`config.mk`:
```
export PLATFORM = sky130hd
export DESIGN_NAME = modbus_rtu_slave_frame_engine
export DESIGN_NICKNAME = d
export VERILOG_FILES = /design/src/rtl/core/mbsfe_pkg.sv /design/src/rtl/core/mbsfe_fbuf.sv /design/src/rtl/core/mbsfe_hregs.sv /design/src/rtl/core/modbus_rtu_slave_frame_engine.sv
export VERILOG_INCLUDE_DIRS = /design/src /design/src/rtl/core
export SDC_FILE = /design/constraint.sdc
export NUM_CORES = 2
export LEC_CHECK = 0
export BUFFER_PORTS_ARGS = -buffer_cell sky130_fd_sc_hd__buf_2
export CAP_MARGIN = 10
export CELL_PAD_IN_SITES_DETAIL_PLACEMENT = 1
export CELL_PAD_IN_SITES_GLOBAL_PLACEMENT = 2
export CORE_AREA = 2 2 770 772
export DETAILED_ROUTE_END_ITERATION = 16
export DIE_AREA = 0 0 772 774
export GPL_TIMING_DRIVEN = 1
export PLACE_DENSITY = 0.53
export SKIP_CTS_REPAIR_TIMING = 1
export SYNTH_ARGS = -nofsm -noshare
export SYNTH_HDL_FRONTEND = slang
export SYNTH_MEMORY_MAX_BITS = 65536
export SYNTH_SLANG_ARGS = --single-unit
```
`constraint.sdc`:
```
create_clock -name clk -period 8.4 [get_ports clk]
set_input_delay 1.68 -clock clk [delete_from_list [all_inputs] [get_ports clk]]
set_output_delay 1.68 -clock clk [all_outputs]
set_load 0.03 [all_outputs]
```
`src/rtl/core/modbus_rtu_slave_frame_engine_assert.svh`:
```
`ifndef MODBUS_RTU_SLAVE_FRAME_ENGINE_ASSERT_SVH
`define MODBUS_RTU_SLAVE_FRAME_ENGINE_ASSERT_SVH

// same-cycle implication
`define MBSFE_ASSERT_NOW(lbl, ante, cons, msg) \
	lbl: assert property (@(posedge clk) disable iff (!arst_n) (ante) |-> (cons)) else $error(msg);

// next-cycle implication
`define MBSFE_ASSERT_NEXT(lbl, ante, cons, msg) \
	lbl: assert property (@(posedge clk) disable iff (!arst_n) (ante) |=> (cons)) else $error(msg);

`endif

```
`src/rtl/core/mbsfe_pkg.sv`:
```
`timescale 1ns / 1ps

package mbsfe_pkg;

	localparam int NUM_REGS_DEF    = 128;
	localparam int FRAME_BYTES_DEF = 256;
	localparam int LEN_W           = 9;
	localparam int CNT_W           = 7;

	localparam logic [15:0] CRC_INIT  = 16'hFFFF;
	localparam logic [15:0] CRC_POLY  = 16'hA001;
	localparam logic [15:0] COIL_ON   = 16'hFF00;
	localparam logic [7:0]  FC_READ   = 8'h03;
	localparam logic [7:0]  FC_COIL   = 8'h05;
	localparam logic [7:0]  FC_REG    = 8'h06;
	localparam logic [6:0]  MAX_READ  = 7'd125;
	localparam logic [6:0]  LEVEL_MAX = 7'd100;
	localparam logic [15:0] LEVEL_SAT = 16'd1010;
	localparam logic [LEN_W-1:0] MIN_FRAME = 9'd8;

	typedef enum logic [1:0] {
		OP_RX   = 2'd0,
		OP_GAP  = 2'd1,
		OP_PULL = 2'd2,
		OP_NONE = 2'd3
	} op_t;

	typedef enum logic [2:0] {
		ST_OK    = 3'd0,
		ST_SHORT = 3'd1,
		ST_ADDR  = 3'd2,
		ST_CRC   = 3'd3,
		ST_FUNC  = 3'd4,
		ST_OVFL  = 3'd5
	} frame_status_t;

	typedef enum logic [1:0] {
		MODE_IDLE = 2'd0,
		MODE_ECHO = 2'd1,
		MODE_READ = 2'd2
	} tx_mode_t;

	typedef struct packed {
		logic             en;
		logic [LEN_W-1:0] addr;
		logic [7:0]       data;
	} fb_wr_t;

	typedef struct packed {
		logic        en;
		logic [15:0] addr;
		logic [15:0] data;
	} hreg_wr_t;

	function automatic logic [15:0] crc_byte(input logic [15:0] crc, input logic [7:0] b);
		logic [15:0] c;
		c = crc ^ {8'd0, b};
		for (int k = 0; k < 8; k++) begin
			c = c[0] ? ((c >> 1) ^ CRC_POLY) : (c >> 1);
		end
		return c;
	endfunction

endpackage

```
`src/rtl/core/mbsfe_fbuf.sv`:
```
`timescale 1ns / 1ps

module mbsfe_fbuf #(
	parameter int FRAME_BYTES = mbsfe_pkg::FRAME_BYTES_DEF
) (
	input  logic                         clk,
	input  mbsfe_pkg::fb_wr_t            wr,
	input  logic [mbsfe_pkg::LEN_W-1:0]  rd_addr,
	output logic [7:0]                   rd_data
);
	import mbsfe_pkg::*;

	localparam int FBW = $clog2(FRAME_BYTES);

	logic [7:0] mem [FRAME_BYTES];

	always_ff @(posedge clk) begin
		if (wr.en) begin
			mem[wr.addr[FBW-1:0]] <= wr.data;
		end
		rd_data <= mem[rd_addr[FBW-1:0]];
	end

endmodule

```
`src/rtl/core/mbsfe_hregs.sv`:
```
`timescale 1ns / 1ps

module mbsfe_hregs #(
	parameter int NUM_REGS = mbsfe_pkg::NUM_REGS_DEF
) (
	input  logic                          clk,
	input  logic                          arst_n,
	input  mbsfe_pkg::hreg_wr_t           wr,
	input  logic [$clog2(NUM_REGS)-1:0]   rd_addr,
	output logic [15:0]                   rd_data
);
	import mbsfe_pkg::*;

	localparam int AW = $clog2(NUM_REGS);
	localparam logic [AW:0] NUM_L = NUM_REGS[AW:0];

	logic [15:0]         mem [NUM_REGS];
	logic [NUM_REGS-1:0] valid_q;
	logic                wr_ok;
	logic                rd_ok;

	assign wr_ok = wr.en && (wr.addr < 16'(NUM_REGS));
	assign rd_ok = {1'b0, rd_addr} < NUM_L;

	// entry not yet written reads as zero
	always_ff @(posedge clk or negedge arst_n) begin
		if (!arst_n) begin
			valid_q <= '0;
		end else if (wr_ok) begin
			valid_q[wr.addr[AW-1:0]] <= 1'b1;
		end
	end

	always_ff @(posedge clk) begin
		if (wr_ok) begin
			mem[wr.addr[AW-1:0]] <= wr.data;
		end
		rd_data <= (rd_ok && valid_q[rd_addr]) ? mem[rd_addr] : 16'd0;
	end

endmodule

```
`src/rtl/core/modbus_rtu_slave_frame_engine.sv`:
```
`timescale 1ns / 1ps
// channel   | dir | signals                          | contents
// s_        | in  | s_tvalid s_tready s_tdata s_tuser | rx_byte, op
// m_        | out | m_tvalid m_tready m_tdata m_tlast | status, command, tx byte
// cfg_      | in  | cfg_wen cfg_wdata                 | slave_address
// one item per cycle while s_tready is high; every item is finished in the cycle it is
// accepted, and a gap or pull result sits in the output register the next cycle
// frame buffer and holding registers are read ahead, addressed from the next tx position
// arst_n clears control state and all holding registers at once (per-entry valid bits)
// the input stalls only while a result waits in the output register and m_tready is low

`include "modbus_rtu_slave_frame_engine_assert.svh"

module modbus_rtu_slave_frame_engine #(
	parameter int NUM_REGS    = mbsfe_pkg::NUM_REGS_DEF,
	parameter int FRAME_BYTES = mbsfe_pkg::FRAME_BYTES_DEF
) (
	input  logic        clk,
	input  logic        arst_n,
	input  logic        s_tvalid,
	output logic        s_tready,
	input  logic [7:0]  s_tdata,   // rx_byte[7:0]
	input  logic [1:0]  s_tuser,   // op[1:0]
	output logic        m_tvalid,
	input  logic        m_tready,
	// frame_status[2:0] status_valid[3] cmd_valid[4] cmd_kind[5] cmd_device[21:6]
	// cmd_power[22] cmd_level[29:23] tx_valid[30] tx_byte[38:31] zero[39]
	output logic [39:0] m_tdata,
	output logic        m_tlast,   // tx_last
	input  logic        cfg_wen,
	input  logic [7:0]  cfg_wdata
);
	import mbsfe_pkg::*;

	localparam int AW = $clog2(NUM_REGS);
	localparam logic [LEN_W-1:0] FB_L = LEN_W'(FRAME_BYTES);
	localparam logic [16:0] NUM_L = 17'(NUM_REGS);

	logic [7:0]       slave_addr_q;
	logic [7:0]       hdr_q [6];
	logic [7:0]       hdr_d [6];
	logic [LEN_W-1:0] frame_len_q, frame_len_d;
	logic [15:0]      crc_q, crc_d;
	tx_mode_t         mode_q, mode_d;
	logic [LEN_W-1:0] tx_index_q, tx_index_d;
	logic [LEN_W-1:0] tx_len_q, tx_len_d;
	logic [15:0]      tx_crc_q, tx_crc_d;
	logic [AW-1:0]    read_start_q, read_start_d;
	logic [CNT_W-1:0] read_count_q, read_count_d;

	fb_wr_t           fb_wr;
	hreg_wr_t         hr_wr;
	logic [7:0]       fb_rd;
	logic [15:0]      hr_rd;
	logic [AW-1:0]    hr_rd_addr;
	logic [LEN_W-1:0] rd_ofs;

	logic             accept;
	op_t              op;
	logic             res_valid;
	frame_status_t    status;
	logic             status_valid, cmd_valid, cmd_kind, cmd_power;
	logic [15:0]      cmd_device;
	logic [6:0]       cmd_level;
	logic             tx_valid, tx_last;
	logic [7:0]       tx_byte;

	logic [15:0]      a_w, v_w;
	logic [6:0]       cap;
	logic [16:0]      room;
	logic [6:0]       cnt;
	logic [17:0]      lvl_prod;
	logic [LEN_W-1:0] body, k;
	logic             on;

	assign s_tready = !m_tvalid || m_tready;
	assign accept   = s_tvalid && s_tready;
	assign op       = op_t'(s_tuser);

	assign a_w      = {hdr_q[2], hdr_q[3]};
	assign v_w      = {hdr_q[4], hdr_q[5]};
	assign cap      = (v_w > 16'(MAX_READ)) ? MAX_READ : v_w[6:0];
	assign room     = NUM_L - {1'b0, a_w};
	assign cnt      = (room < 17'(cap)) ? room[6:0] : cap;
	assign lvl_prod = {8'd0, v_w[9:0]} * 18'd205;
	assign on       = (v_w == COIL_ON);
	assign body     = 9'd3 + {1'b0, read_count_q, 1'b0};
	assign k        = tx_index_q - 9'd3;

	always_comb begin
		for (int j = 0; j < 6; j++) begin
			hdr_d[j] = hdr_q[j];
		end
		frame_len_d  = frame_len_q;
		crc_d        = crc_q;
		mode_d       = mode_q;
		tx_index_d   = tx_index_q;
		tx_len_d     = tx_len_q;
		tx_crc_d     = tx_crc_q;
		read_start_d = read_start_q;
		read_count_d = read_count_q;
		fb_wr        = '0;
		hr_wr        = '0;
		res_valid    = 1'b0;
		status       = ST_OK;
		status_valid = 1'b0;
		cmd_valid    = 1'b0;
		cmd_kind     = 1'b0;
		cmd_device   = 16'd0;
		cmd_power    = 1'b0;
		cmd_level    = 7'd0;
		tx_valid     = 1'b0;
		tx_byte      = 8'd0;
		tx_last      = 1'b0;
		if (accept) begin
			case (op)
				OP_RX: begin
					mode_d = MODE_IDLE;
					if (frame_len_q < FB_L) begin
						fb_wr.en    = 1'b1;
						fb_wr.addr  = frame_len_q;
						fb_wr.data  = s_tdata;
						crc_d       = crc_byte(crc_q, s_tdata);
						frame_len_d = frame_len_q + 9'd1;
						if (frame_len_q < 9'd6) begin
							hdr_d[frame_len_q[2:0]] = s_tdata;
						end
					end else begin
						frame_len_d = FB_L + 9'd1;
					end
				end
				OP_GAP: begin
					res_valid    = 1'b1;
					status_valid = 1'b1;
					if (frame_len_q > FB_L) begin
						status = ST_OVFL;
					end else if (frame_len_q < MIN_FRAME) begin
						status = ST_SHORT;
					end else if (hdr_q[0] != slave_addr_q) begin
						status = ST_ADDR;
					end else if (crc_q != 16'd0) begin
						status = ST_CRC;
					end else if (hdr_q[1] != FC_READ && hdr_q[1] != FC_COIL
							&& hdr_q[1] != FC_REG) begin
						status = ST_FUNC;
					end else begin
						status = ST_OK;
					end
					if (status == ST_OK) begin
						tx_index_d = '0;
						tx_crc_d   = CRC_INIT;
						if (hdr_q[1] == FC_READ) begin
							if ({1'b0, a_w} >= NUM_L) begin
								read_start_d = '0;
								read_count_d = '0;
								tx_len_d     = 9'd5;
							end else begin
								read_start_d = a_w[AW-1:0];
								read_count_d = cnt;
								tx_len_d     = 9'd5 + {1'b0, cnt, 1'b0};
							end
							mode_d = MODE_READ;
						end else begin
							cmd_valid  = 1'b1;
							cmd_device = a_w;
							hr_wr.en   = 1'b1;
							hr_wr.addr = a_w;
							if (hdr_q[1] == FC_COIL) begin
								cmd_power  = on;
								hr_wr.data = {15'd0, on};
							end else begin
								cmd_kind   = 1'b1;
								cmd_level  = (v_w >= LEVEL_SAT) ? LEVEL_MAX : lvl_prod[17:11];
								hr_wr.data = v_w;
							end
							tx_len_d = frame_len_q;
							mode_d   = MODE_ECHO;
						end
					end
					frame_len_d = '0;
					crc_d       = CRC_INIT;
				end
				OP_PULL: begin
					res_valid = 1'b1;
					if (mode_q == MODE_IDLE || tx_index_q >= tx_len_q) begin
						mode_d = MODE_IDLE;
					end else begin
						if (mode_q == MODE_ECHO) begin
							tx_byte = fb_rd;
						end else if (tx_index_q == 9'd0) begin
							tx_byte = hdr_q[0];
						end else if (tx_index_q == 9'd1) begin
							tx_byte = FC_READ;
						end else if (tx_index_q == 9'd2) begin
							tx_byte = {read_count_q, 1'b0};
						end else if (tx_index_q < body) begin
							tx_byte = k[0] ? hr_rd[7:0] : hr_rd[15:8];
						end else if (tx_index_q == body) begin
							tx_byte = tx_crc_q[7:0];
						end else begin
							tx_byte = tx_crc_q[15:8];
						end
						if (mode_q == MODE_READ && tx_index_q < body) begin
							tx_crc_d = crc_byte(tx_crc_q, tx_byte);
						end
						tx_valid   = 1'b1;
						tx_index_d = tx_index_q + 9'd1;
						if (tx_index_d >= tx_len_q) begin
							tx_last = 1'b1;
							mode_d  = MODE_IDLE;
						end
					end
				end
				default: begin
				end
			endcase
		end
	end

	// read one position ahead
	assign rd_ofs     = (tx_index_d - 9'd3) >> 1;
	assign hr_rd_addr = read_start_d + AW'(rd_ofs);

	mbsfe_fbuf #(
		.FRAME_BYTES(FRAME_BYTES)
	) u_fbuf (
		.clk     (clk),
		.wr      (fb_wr),
		.rd_addr (tx_index_d),
		.rd_data (fb_rd)
	);

	mbsfe_hregs #(
		.NUM_REGS(NUM_REGS)
	) u_hregs (
		.clk     (clk),
		.arst_n  (arst_n),
		.wr      (hr_wr),
		.rd_addr (hr_rd_addr),
		.rd_data (hr_rd)
	);

	always_ff @(posedge clk or negedge arst_n) begin
		if (!arst_n) begin
			slave_addr_q <= 8'd1;
			frame_len_q  <= '0;
			crc_q        <= CRC_INIT;
			mode_q       <= MODE_IDLE;
			tx_index_q   <= '0;
			tx_len_q     <= '0;
			tx_crc_q     <= CRC_INIT;
			read_start_q <= '0;
			read_count_q <= '0;
			m_tvalid     <= 1'b0;
		end else begin
			if (cfg_wen) begin
				slave_addr_q <= cfg_wdata;
			end
			frame_len_q  <= frame_len_d;
			crc_q        <= crc_d;
			mode_q       <= mode_d;
			tx_index_q   <= tx_index_d;
			tx_len_q     <= tx_len_d;
			tx_crc_q     <= tx_crc_d;
			read_start_q <= read_start_d;
			read_count_q <= read_count_d;
			if (s_tready) begin
				m_tvalid <= accept && res_valid;
			end
		end
	end

	always_ff @(posedge clk) begin
		for (int j = 0; j < 6; j++) begin
			hdr_q[j] <= hdr_d[j];
		end
		if (accept && res_valid) begin
			m_tdata <= {1'b0, tx_byte, tx_valid, cmd_level, cmd_power, cmd_device,
				cmd_kind, cmd_valid, status_valid, status};
			m_tlast <= tx_last;
		end
	end

	`MBSFE_ASSERT_NOW(a_tx_in_range, mode_q != MODE_IDLE, tx_index_q < tx_len_q,
		"tx position past response end")
	`MBSFE_ASSERT_NOW(a_len_bound, 1'b1, frame_len_q <= FB_L + 9'd1,
		"frame length beyond overflow mark")
	`MBSFE_ASSERT_NEXT(a_rx_kills_tx, accept && op == OP_RX, mode_q == MODE_IDLE,
		"response survived a received byte")
	`MBSFE_ASSERT_NOW(a_read_cap, mode_q == MODE_READ, read_count_q <= MAX_READ,
		"read count above cap")

endmodule
```
# Yosys cells after proc, flatten, opt, wreduce, memory -nomap -nowiden
# Memories as Yosys holds them, arrays and structs flattened. A register that Yosys moved wholly into a read port is not among the register bits.
# Cells that the tools add are included.
[totals]
latchBits = 0
reg_bits = 252
mem_count = 3
mem_bits_rw = 4144
mem_bits_ro = 0
out_inout_bits = 43
input_bits = 23
[classes]
muxes = 91
n_shift = 0
bitwise = 25
n_mul = 1
n_lt_le_gt_ge = 17
n_eq_ne = 19
reduce_logical = 34
div = 0
add_sub_neg = 8
[memory_table]
columns = ["memory", "words", "word_bits", "rd", "rd_clocked_by_memory_dff", "write_ports", "line_no", "source"]
rows = [
  ["u_fbuf.mem", 256, 8, 1, 1, 1, "mbsfe_fbuf.sv:15", "logic [7:0] mem [FRAME_BYTES];"],
  ["u_hregs.mem", 128, 16, 1, 1, 1, "mbsfe_hregs.sv:17", "logic [15:0] mem [NUM_REGS];"],
  ["hdr_q", 6, 8, 6, 0, 6, "modbus_rtu_slave_frame_engine.sv:40", "logic [7:0] hdr_q [6];"],
]
[op_table]
columns = ["cell", "count"]
rows = [
  ["$mux 16", 21],
  ["$mux 48", 4],
  ["$mux 33", 4],
  ["$or 128x128->128", 1],
  ["$mux 8", 11],
  ["$pmux 16 s2", 2],
  ["$mux 7", 9],
  ["$mux 18", 3],
  ["$mux 9", 6],
  ["$bwmux 48", 1],
  ["$not 2->3", 16],
  ["$pmux 9 s2", 2],
  ["$xor 16x8->16", 2],
  ["$demux 8 s3", 1],
  ["$mux 3", 7],
  ["$add 9x1->9 const B", 2],
  ["$ge 9x9->1", 2],
  ["$mul 10x8->18 const B", 1],
  ["$lt 17x7->1", 1],
  ["$sub 8x16->17 const A", 1],
  ["$eq 16x16->1 const B", 1],
  ["$ge 16x10->1 const B", 1],
  ["$ge 16x8->1 const B", 1],
  ["$gt 16x7->1 const B", 1],
  ["52 further kinds", 94],
]

# Logic depth before layout (Yosys ltp)
[logic_depth]
depth_word = 31
depth_mapped = 28

# Modules after synthesis
# Synthesis repeated with hierarchy kept, for this count alone.
[hier_totals]
hier_cells = 8711
hier_area_um2 = 175992.5
[modules_own_cells]
columns = ["module", "area_each_um2", "instances", "cells_each", "seq_area_each_um2"]
rows = [
  ["mbsfe_hregs", 85142.9, 1, 3889, 65022.4],
  ["mbsfe_fbuf", 79556.3, 1, 3733, 61659.1],
  ["modbus_rtu_slave_frame_engine", 11293.3, 1, 1089, 4785.8],
]

# Worst setup path before layout
# No wires, ideal clock.
[synth_timing]
path_type = "in2reg"
from = "in m_tready"
to = "reg u_hregs.rd_data[1] (read register of u_hregs.mem)"
path_buffers = 7
stages = 25
setup_ns = 0.121
t_required_ns = 8.279
path_slack_ns = -0.583
arrival_ns = 8.861
cell_sequence = "nand2b_1 and2_1 buf_2 nand2_1 inv_1 and2_1 o211a_1 nand2_1 and2_1 buf_2 clkinv_2 buf_2 buf_2 buf_1 ha_1 ha_1 fa_1 xnor2_1 clkbuf_1 buf_1 mux4_2 mux2i_1 nand2_1 o211ai_1 a21oi_2"
[synth_between]
elab_chain_len = 8
word_cells_on_any_way = 9
[synth_lines]
columns = ["item", "line_no", "source"]
rows = [
  ["start, declared", "modbus_rtu_slave_frame_engine.sv:25", "input logic m_tready,"],
  ["$logic_or 1x1->1 *", "modbus_rtu_slave_frame_engine.sv:76", "assign s_tready = !m_tvalid || m_tready;"],
  ["$logic_and 1x1->1 *", "modbus_rtu_slave_frame_engine.sv:77", "assign accept = s_tvalid && s_tready;"],
  ["$mux 9 *", "modbus_rtu_slave_frame_engine.sv:115", "if (accept) begin"],
  ["via tx_index_d[1]", "modbus_rtu_slave_frame_engine.sv:45", "logic [LEN_W-1:0] tx_index_q, tx_index_d;"],
  ["$sub 8x2->8 *", "modbus_rtu_slave_frame_engine.sv:221", "assign rd_ofs = (tx_index_d - 9'd3) >> 1;"],
  ["$add 7x7->7 *", "modbus_rtu_slave_frame_engine.sv:222", "assign hr_rd_addr = read_start_d + AW'(rd_ofs);"],
  ["$bmux 1 s7", "mbsfe_hregs.sv:38", "rd_data <= (rd_ok && valid_q[rd_addr]) ? mem[rd_addr] : 16'd0;"],
  ["$mux 1 (implied by the code)", "mbsfe_hregs.sv:38", ""],
  ["$logic_not 1->1 (no source line)", "--", ""],
  ["end, declared", "mbsfe_hregs.sv:10", "output logic [15:0] rd_data"],
]
# The timed path passes the listed nets; every way through them passes the cells marked *. The select of a mux whose other input is x is not followed.
# A chain may end at the register's enable or synchronous reset.

# Worst setup path after layout
[layout_timing]
from = "reg tx_index_q[0]"
to = "reg u_hregs.rd_data[9] (read register of u_hregs.mem)"
[layout_between]
elab_chain_len = 10
word_cells_on_any_way = 12
[layout_lines]
columns = ["item", "line_no", "source"]
rows = [
  ["start, declared", "modbus_rtu_slave_frame_engine.sv:45", ""],
  ["start signal, assigned", "modbus_rtu_slave_frame_engine.sv:262", "tx_index_q <= tx_index_d;"],
  ["$ge 9x9->1", "modbus_rtu_slave_frame_engine.sv:185", "if (mode_q == MODE_IDLE || tx_index_q >= tx_len_q) begin"],
  ["$logic_or 1x1->1", "modbus_rtu_slave_frame_engine.sv:185", ""],
  ["$mux 9", "modbus_rtu_slave_frame_engine.sv:185", ""],
  ["$pmux 9 s2", "modbus_rtu_slave_frame_engine.sv:116", "case (op)"],
  ["$mux 9 *", "modbus_rtu_slave_frame_engine.sv:115", ""],
  ["$sub 8x2->8 *", "modbus_rtu_slave_frame_engine.sv:221", ""],
  ["$add 7x7->7 *", "modbus_rtu_slave_frame_engine.sv:222", ""],
  ["$bmux 1 s7", "mbsfe_hregs.sv:38", ""],
  ["$mux 1 (implied by the code)", "mbsfe_hregs.sv:38", ""],
  ["$logic_not 1->1 (no source line)", "--", ""],
]
# Mark *: on every way between the ends. The rest lies on a longest branch, timed or not. The select of a mux whose other input is x is not followed.

==> metrics.txt <==
# TYPE chip_impl_metric gauge
chip_impl_metric{name="grt_pass1_vias",unit=""} 104000
chip_impl_info{name="clock_tree_from_tritoncts",value="done"} 1
chip_impl_metric{name="ir_worst_vdd",unit="µV"} 287
chip_impl_metric{name="timing.critical_path.required",unit="ps"} 9290
chip_impl_info{name="worst_r2r_startpoint",value="tx_index_q[0]$_DFF_PN0_"} 1
chip_impl_metric{name="syn_avg_cell_area",unit="µm²"} 16.5
chip_impl_metric{name="distinct_cell_type_count_of_the_synthesized_netlist",unit=""} 97
chip_impl_info{name="commonest_cells_post_synth",value="4184 x sky130_fd_sc_hd__edfxtp_1, 1538 x sky130_fd_sc_hd__nand2_1, 680 x sky130_fd_sc_hd__mux4_2, 568 x sky130_fd_sc_hd__a21oi_1, 514 x sky130_fd_sc_hd__nor2_1"} 1
chip_impl_metric{name="placement.io_buffers",unit=""} 64
chip_impl_info{name="worst_hold_startpoint",value="u_hregs.valid_q[113]$_DFFE_PN0P_"} 1
chip_impl_metric{name="report.final.hold_viol_count",unit=""} 0
chip_impl_info{name="setup.worst_path.end_class",value="flip-flop"} 1
chip_impl_info{name="reg2reg_to",value="u_hregs.rd_data[9]$_SDFF_PN0_"} 1
chip_impl_metric{name="hpwl",unit="µm"} 346000
chip_impl_metric{name="flow.area_growth_from_synthesis",unit="%"} 16.1
chip_impl_info{name="timing.setup.critical_path_class",value="flip-flop to flip-flop"} 1
chip_impl_info{name="timing.critical_path.max_delay_family",value="adder cells"} 1
chip_impl_info{name="run_status",value="finished, final reports clean"} 1
chip_impl_info{name="root_buffer",value="sky130_fd_sc_hd__clkbuf_16"} 1
chip_impl_metric{name="cpPeakStageDelay",unit="ps"} 1100
chip_impl_metric{name="clock_latency_late_sink",unit="ps"} 1050
chip_impl_metric{name="detail_route.vias_per_cell",unit=""} 5.12
chip_impl_metric{name="pre_cts_ws",unit="ps"} 557
chip_impl_info{name="synth_flop_cell",value="sky130_fd_sc_hd__edfxtp_1"} 1
chip_impl_metric{name="synth.cell_area",unit="µm²"} 176000
chip_impl_metric{name="pwr_density_cell",unit="nW/µm²"} 284
chip_impl_metric{name="ys_seq_elements",unit=""} 4420
chip_impl_metric{name="period_needed",unit="ps"} 7320
chip_impl_metric{name="synth-compound-area-share",unit="%"} 5.09
chip_impl_metric{name="layout-drive-gt1-share",unit="%"} 19.9
chip_impl_metric{name="grt_util_all_layers",unit="%"} 18.9
chip_impl_metric{name="routedWlPerCell",unit="µm"} 30.0
chip_impl_metric{name="postSynth.asyncResetShare",unit="%"} 4.80
chip_impl_metric{name="ff_latch_area",unit="µm²"} 131000
chip_impl_metric{name="routed-via-count",unit=""} 98200
chip_impl_metric{name="route.detailed.drc",unit=""} 0
chip_impl_metric{name="cts_h_tree_depth",unit=""} 6
chip_impl_metric{name="yosys_warnings",unit=""} 0
chip_impl_metric{name="tightest_slew_margin_relative_to_the_limit",unit="%"} 8.25
chip_impl_metric{name="synthCells",unit=""} 10700
chip_impl_metric{name="synth_enable_flop_cells",unit=""} 4184
chip_impl_metric{name="clk_pin_slew",unit="ps"} 60
chip_impl_metric{name="final_worst_clock_skew",unit="ps"} 82.0
chip_impl_metric{name="synthXorXnorAreaFrac",unit="%"} 0.474
chip_impl_metric{name="routed_wirelength",unit="µm"} 577000
chip_impl_info{name="cpMaxStageDelayCell",value="sky130_fd_sc_hd__fa_4"} 1
chip_impl_metric{name="yosys-mux-area-fraction",unit="%"} 9.55
chip_impl_metric{name="synth_adder_area_share",unit="%"} 0.978
chip_impl_metric{name="leakage",unit="nW"} 62.7
chip_impl_metric{name="max_cap_violations",unit=""} 0
chip_impl_metric{name="multi_input_area",unit="µm²"} 42700
chip_impl_info{name="most_frequently_used_cell_type_in_the_post_synthesis_netlist",value="sky130_fd_sc_hd__edfxtp_1"} 1
chip_impl_metric{name="longest_clk_path_bufs",unit=""} 4
chip_impl_info{name="critical_path.startpoint",value="tx_index_q[0]$_DFF_PN0_"} 1
chip_impl_metric{name="fillers",unit=""} 59200
chip_impl_metric{name="grt_max_degree",unit=""} 169
chip_impl_metric{name="detail_route.iter0.violations",unit=""} 7563
chip_impl_metric{name="initial_utilization",unit="%"} 29.9
chip_impl_metric{name="dpl-instance-area",unit="µm²"} 188000
chip_impl_metric{name="max_freq",unit="MHz"} 137
chip_impl_metric{name="core_area",unit="µm²"} 589000
chip_impl_metric{name="gp_routability_congestion",unit=""} 0.800
chip_impl_metric{name="clkSinkCount",unit=""} 4420
chip_impl_info{name="setup_repair_after_global_routing_missed_its_margin",value="no"} 1
chip_impl_metric{name="report.power.total",unit="mW"} 58.1
chip_impl_metric{name="layout_worst_path_cycle_share",unit="%"} 87.2
chip_impl_metric{name="postRouteAntennaNets",unit=""} 0
chip_impl_metric{name="report.final.setup_viol",unit=""} 0
chip_impl_metric{name="cts-buffers-inserted",unit=""} 519
chip_impl_info{name="synth.largest_area_cell",value="sky130_fd_sc_hd__edfxtp_1"} 1
chip_impl_info{name="worstHoldPathType",value="flip-flop to flip-flop"} 1
chip_impl_metric{name="detail_route.first_pass.iterations",unit=""} 5
chip_impl_metric{name="cp.buffers_inverters",unit=""} 5
chip_impl_metric{name="worstPathArrival",unit="ps"} 8210
chip_impl_metric{name="grt_pass1_wl",unit="µm"} 816000
chip_impl_info{name="synth_area_leaders",value="sky130_fd_sc_hd__edfxtp_1 71%, sky130_fd_sc_hd__mux4_2 8.7%, sky130_fd_sc_hd__nand2_1 3.3%"} 1
chip_impl_metric{name="worst-path-stages",unit=""} 22
chip_impl_metric{name="hold_path_depth",unit=""} 1
chip_impl_metric{name="setup-tns-final",unit="ps"} 0
chip_impl_metric{name="timing_max_transition_violations_final",unit=""} 0
chip_impl_info{name="critical-path-top-cell-by-count",value="sky130_fd_sc_hd__buf_4"} 1
chip_impl_info{name="timing.hold.worst_endpoint",value="u_hregs.valid_q[113]$_DFFE_PN0P_"} 1
chip_impl_info{name="critical_path.startpoint_type",value="flip-flop"} 1
chip_impl_metric{name="ff2ff_path_depth",unit=""} 22
chip_impl_metric{name="die-width",unit="µm"} 772
chip_impl_metric{name="worst_slew_pin_tran",unit="ps"} 1340
chip_impl_metric{name="grt_antenna_before_repair",unit=""} 30
chip_impl_metric{name="total_congestion_overflow",unit=""} 0
chip_impl_metric{name="floorplan.rows",unit=""} 282
chip_impl_metric{name="maximum_fanout_count_along_the_critical_path",unit=""} 26
chip_impl_metric{name="postSynthNetCount",unit=""} 10800
chip_impl_metric{name="synth_top_area_share",unit="%"} 71.3
chip_impl_metric{name="regToRegSetupSlack",unit="ps"} 1080
chip_impl_info{name="crit_chain",value="buf_4, inv_1, ha_1, nor2b_1, o21ai_1, a221oi_1, o21ai_1, a221oi_4, and2_4, inv_16, ha_1, ha_4, fa_4, buf_4, mux4_2, mux4_2, nor2b_1, a211oi_1, a21oi_1, mux2i_2, buf_4, a21oi_1"} 1
chip_impl_metric{name="layout.cell_area.non_filler",unit="µm²"} 205000
chip_impl_metric{name="boundaryPins",unit=""} 66
chip_impl_metric{name="fin_ws",unit="ps"} 1080
chip_impl_metric{name="final_layout_net_count",unit=""} 11100
chip_impl_metric{name="die-height",unit="µm"} 774
chip_impl_metric{name="ys_seq_area_share",unit="%"} 74.6
chip_impl_info{name="synth_top_family_by_area",value="multiplexers"} 1
chip_impl_metric{name="dieArea",unit="µm²"} 598000
chip_impl_metric{name="yosys.area_share.simple",unit="%"} 7.63
==> sequential cells by signal, summed over array words and instances (netlist names), 9 cells and up <==
name,count
crc_q,16
tx_index_q,9
u_hregs.rd_data,16
hdr_q,48
frame_len_q,9
u_fbuf.mem,2048
u_hregs.valid_q,128
m_tdata,39
u_hregs.mem,2048
tx_crc_q,16
tx_len_q,9
==> cell type report <==
class,instances,area share (%)
Timing Repair Buffer,445,1.95
Inverter,88,0.175
Tap cell,7810,4.77
Sequential cell,4420,64.2
Multi-Input combinational cell,5502,20.9
Clock inverter,277,1.21
Antenna cell,13,0.0159
Clock buffer,652,6.78
==> layer usage <==
metal	GRT usage (%)	vias up	wire length, µm
met5	0	-	13
met1	25.6	53200	252000
met3	2.24	689	22100
met4	4.46	2	14200
met2	32.5	2080	289000
li1	-	42300	-
==> cells by family (layout without fill, tap and decap cells) <==
group           Yosys count  in the layout
flops                  4420           4420
simple gates           3058           3058
compound gates         1401           1401
mux                     825            825
buf+inv                 733           1462
fa+ha+maj               127            127
xor+xnor                 90             90
other cells               1             14
==> report_power, final <==
| part | switching (mW) | internal [mW] | total [mW] |
|---|---|---|---|
| sequential | 0.189 | 24.1 | 24.3 |
| clock | 9.28 | 12.6 | 21.9 |
| combinational | 7.85 | 4.15 | 12.0 |
==> cell usage in the layout, fill, tap and decap left out, types with 36 or more instances in the layout <==
master and count:
sky130_fd_sc_hd__nor2_4 52, sky130_fd_sc_hd__mux4_2 680, sky130_fd_sc_hd__nor2_1 404, sky130_fd_sc_hd__edfxtp_1 4184
sky130_fd_sc_hd__o22ai_1 62, sky130_fd_sc_hd__a31oi_1 80, sky130_fd_sc_hd__or2_2 134, sky130_fd_sc_hd__nor4_1 36
sky130_fd_sc_hd__inv_1 83, sky130_fd_sc_hd__a211oi_1 130, sky130_fd_sc_hd__a21oi_1 567, sky130_fd_sc_hd__ha_1 108
sky130_fd_sc_hd__clkbuf_16 532, sky130_fd_sc_hd__buf_12 62, sky130_fd_sc_hd__buf_2 63, sky130_fd_sc_hd__o21ai_0 71
sky130_fd_sc_hd__nand3_1 475, sky130_fd_sc_hd__a311oi_1 42, sky130_fd_sc_hd__and3_1 118, sky130_fd_sc_hd__xnor2_1 58
sky130_fd_sc_hd__o211ai_1 38, sky130_fd_sc_hd__clkinv_2 80, sky130_fd_sc_hd__dfrtp_1 179, sky130_fd_sc_hd__nand4_1 90
sky130_fd_sc_hd__a22oi_1 242, sky130_fd_sc_hd__nand2_1 1520, sky130_fd_sc_hd__mux2i_1 99, sky130_fd_sc_hd__buf_4 314
sky130_fd_sc_hd__mux2_2 44, sky130_fd_sc_hd__clkinv_1 112, sky130_fd_sc_hd__nor2_2 60, sky130_fd_sc_hd__clkbuf_1 108
==> per-stage QoR <==
stage / std cells / util, % / hold slack (ps)
after floorplan: 10700 / - / 434
after CTS: 19200 / 34.8 / 462
after global routing: 19200 / 34.8 / 475
after detailed placement: 18300 / 32.0 / 449
after global placement: 18300 / 32.0 / 447
final: 19200 / 34.8 / 466
==> worst max path at each step <==
| stage | end | slack (ps) |
|---|---|---|
| 6_report | u_hregs.rd_data[9]$_SDFF_PN0_ | 1080 |
| 5_1_grt | u_hregs.rd_data[5]$_SDFF_PN0_ | 650 |
| 4_1_cts | u_hregs.rd_data[9]$_SDFF_PN0_ | 1030 |
| 3_5_place_dp | u_hregs.rd_data[9]$_SDFF_PN0_ | 560 |
| 3_3_place_gp | u_fbuf.rd_data[7]$_DFF_P_ | 2 |
| 2_1_floorplan | u_hregs.rd_data[10]$_SDFF_PN0_ | 30 |
No activity file was read; power rests on OpenSTA's default activity.
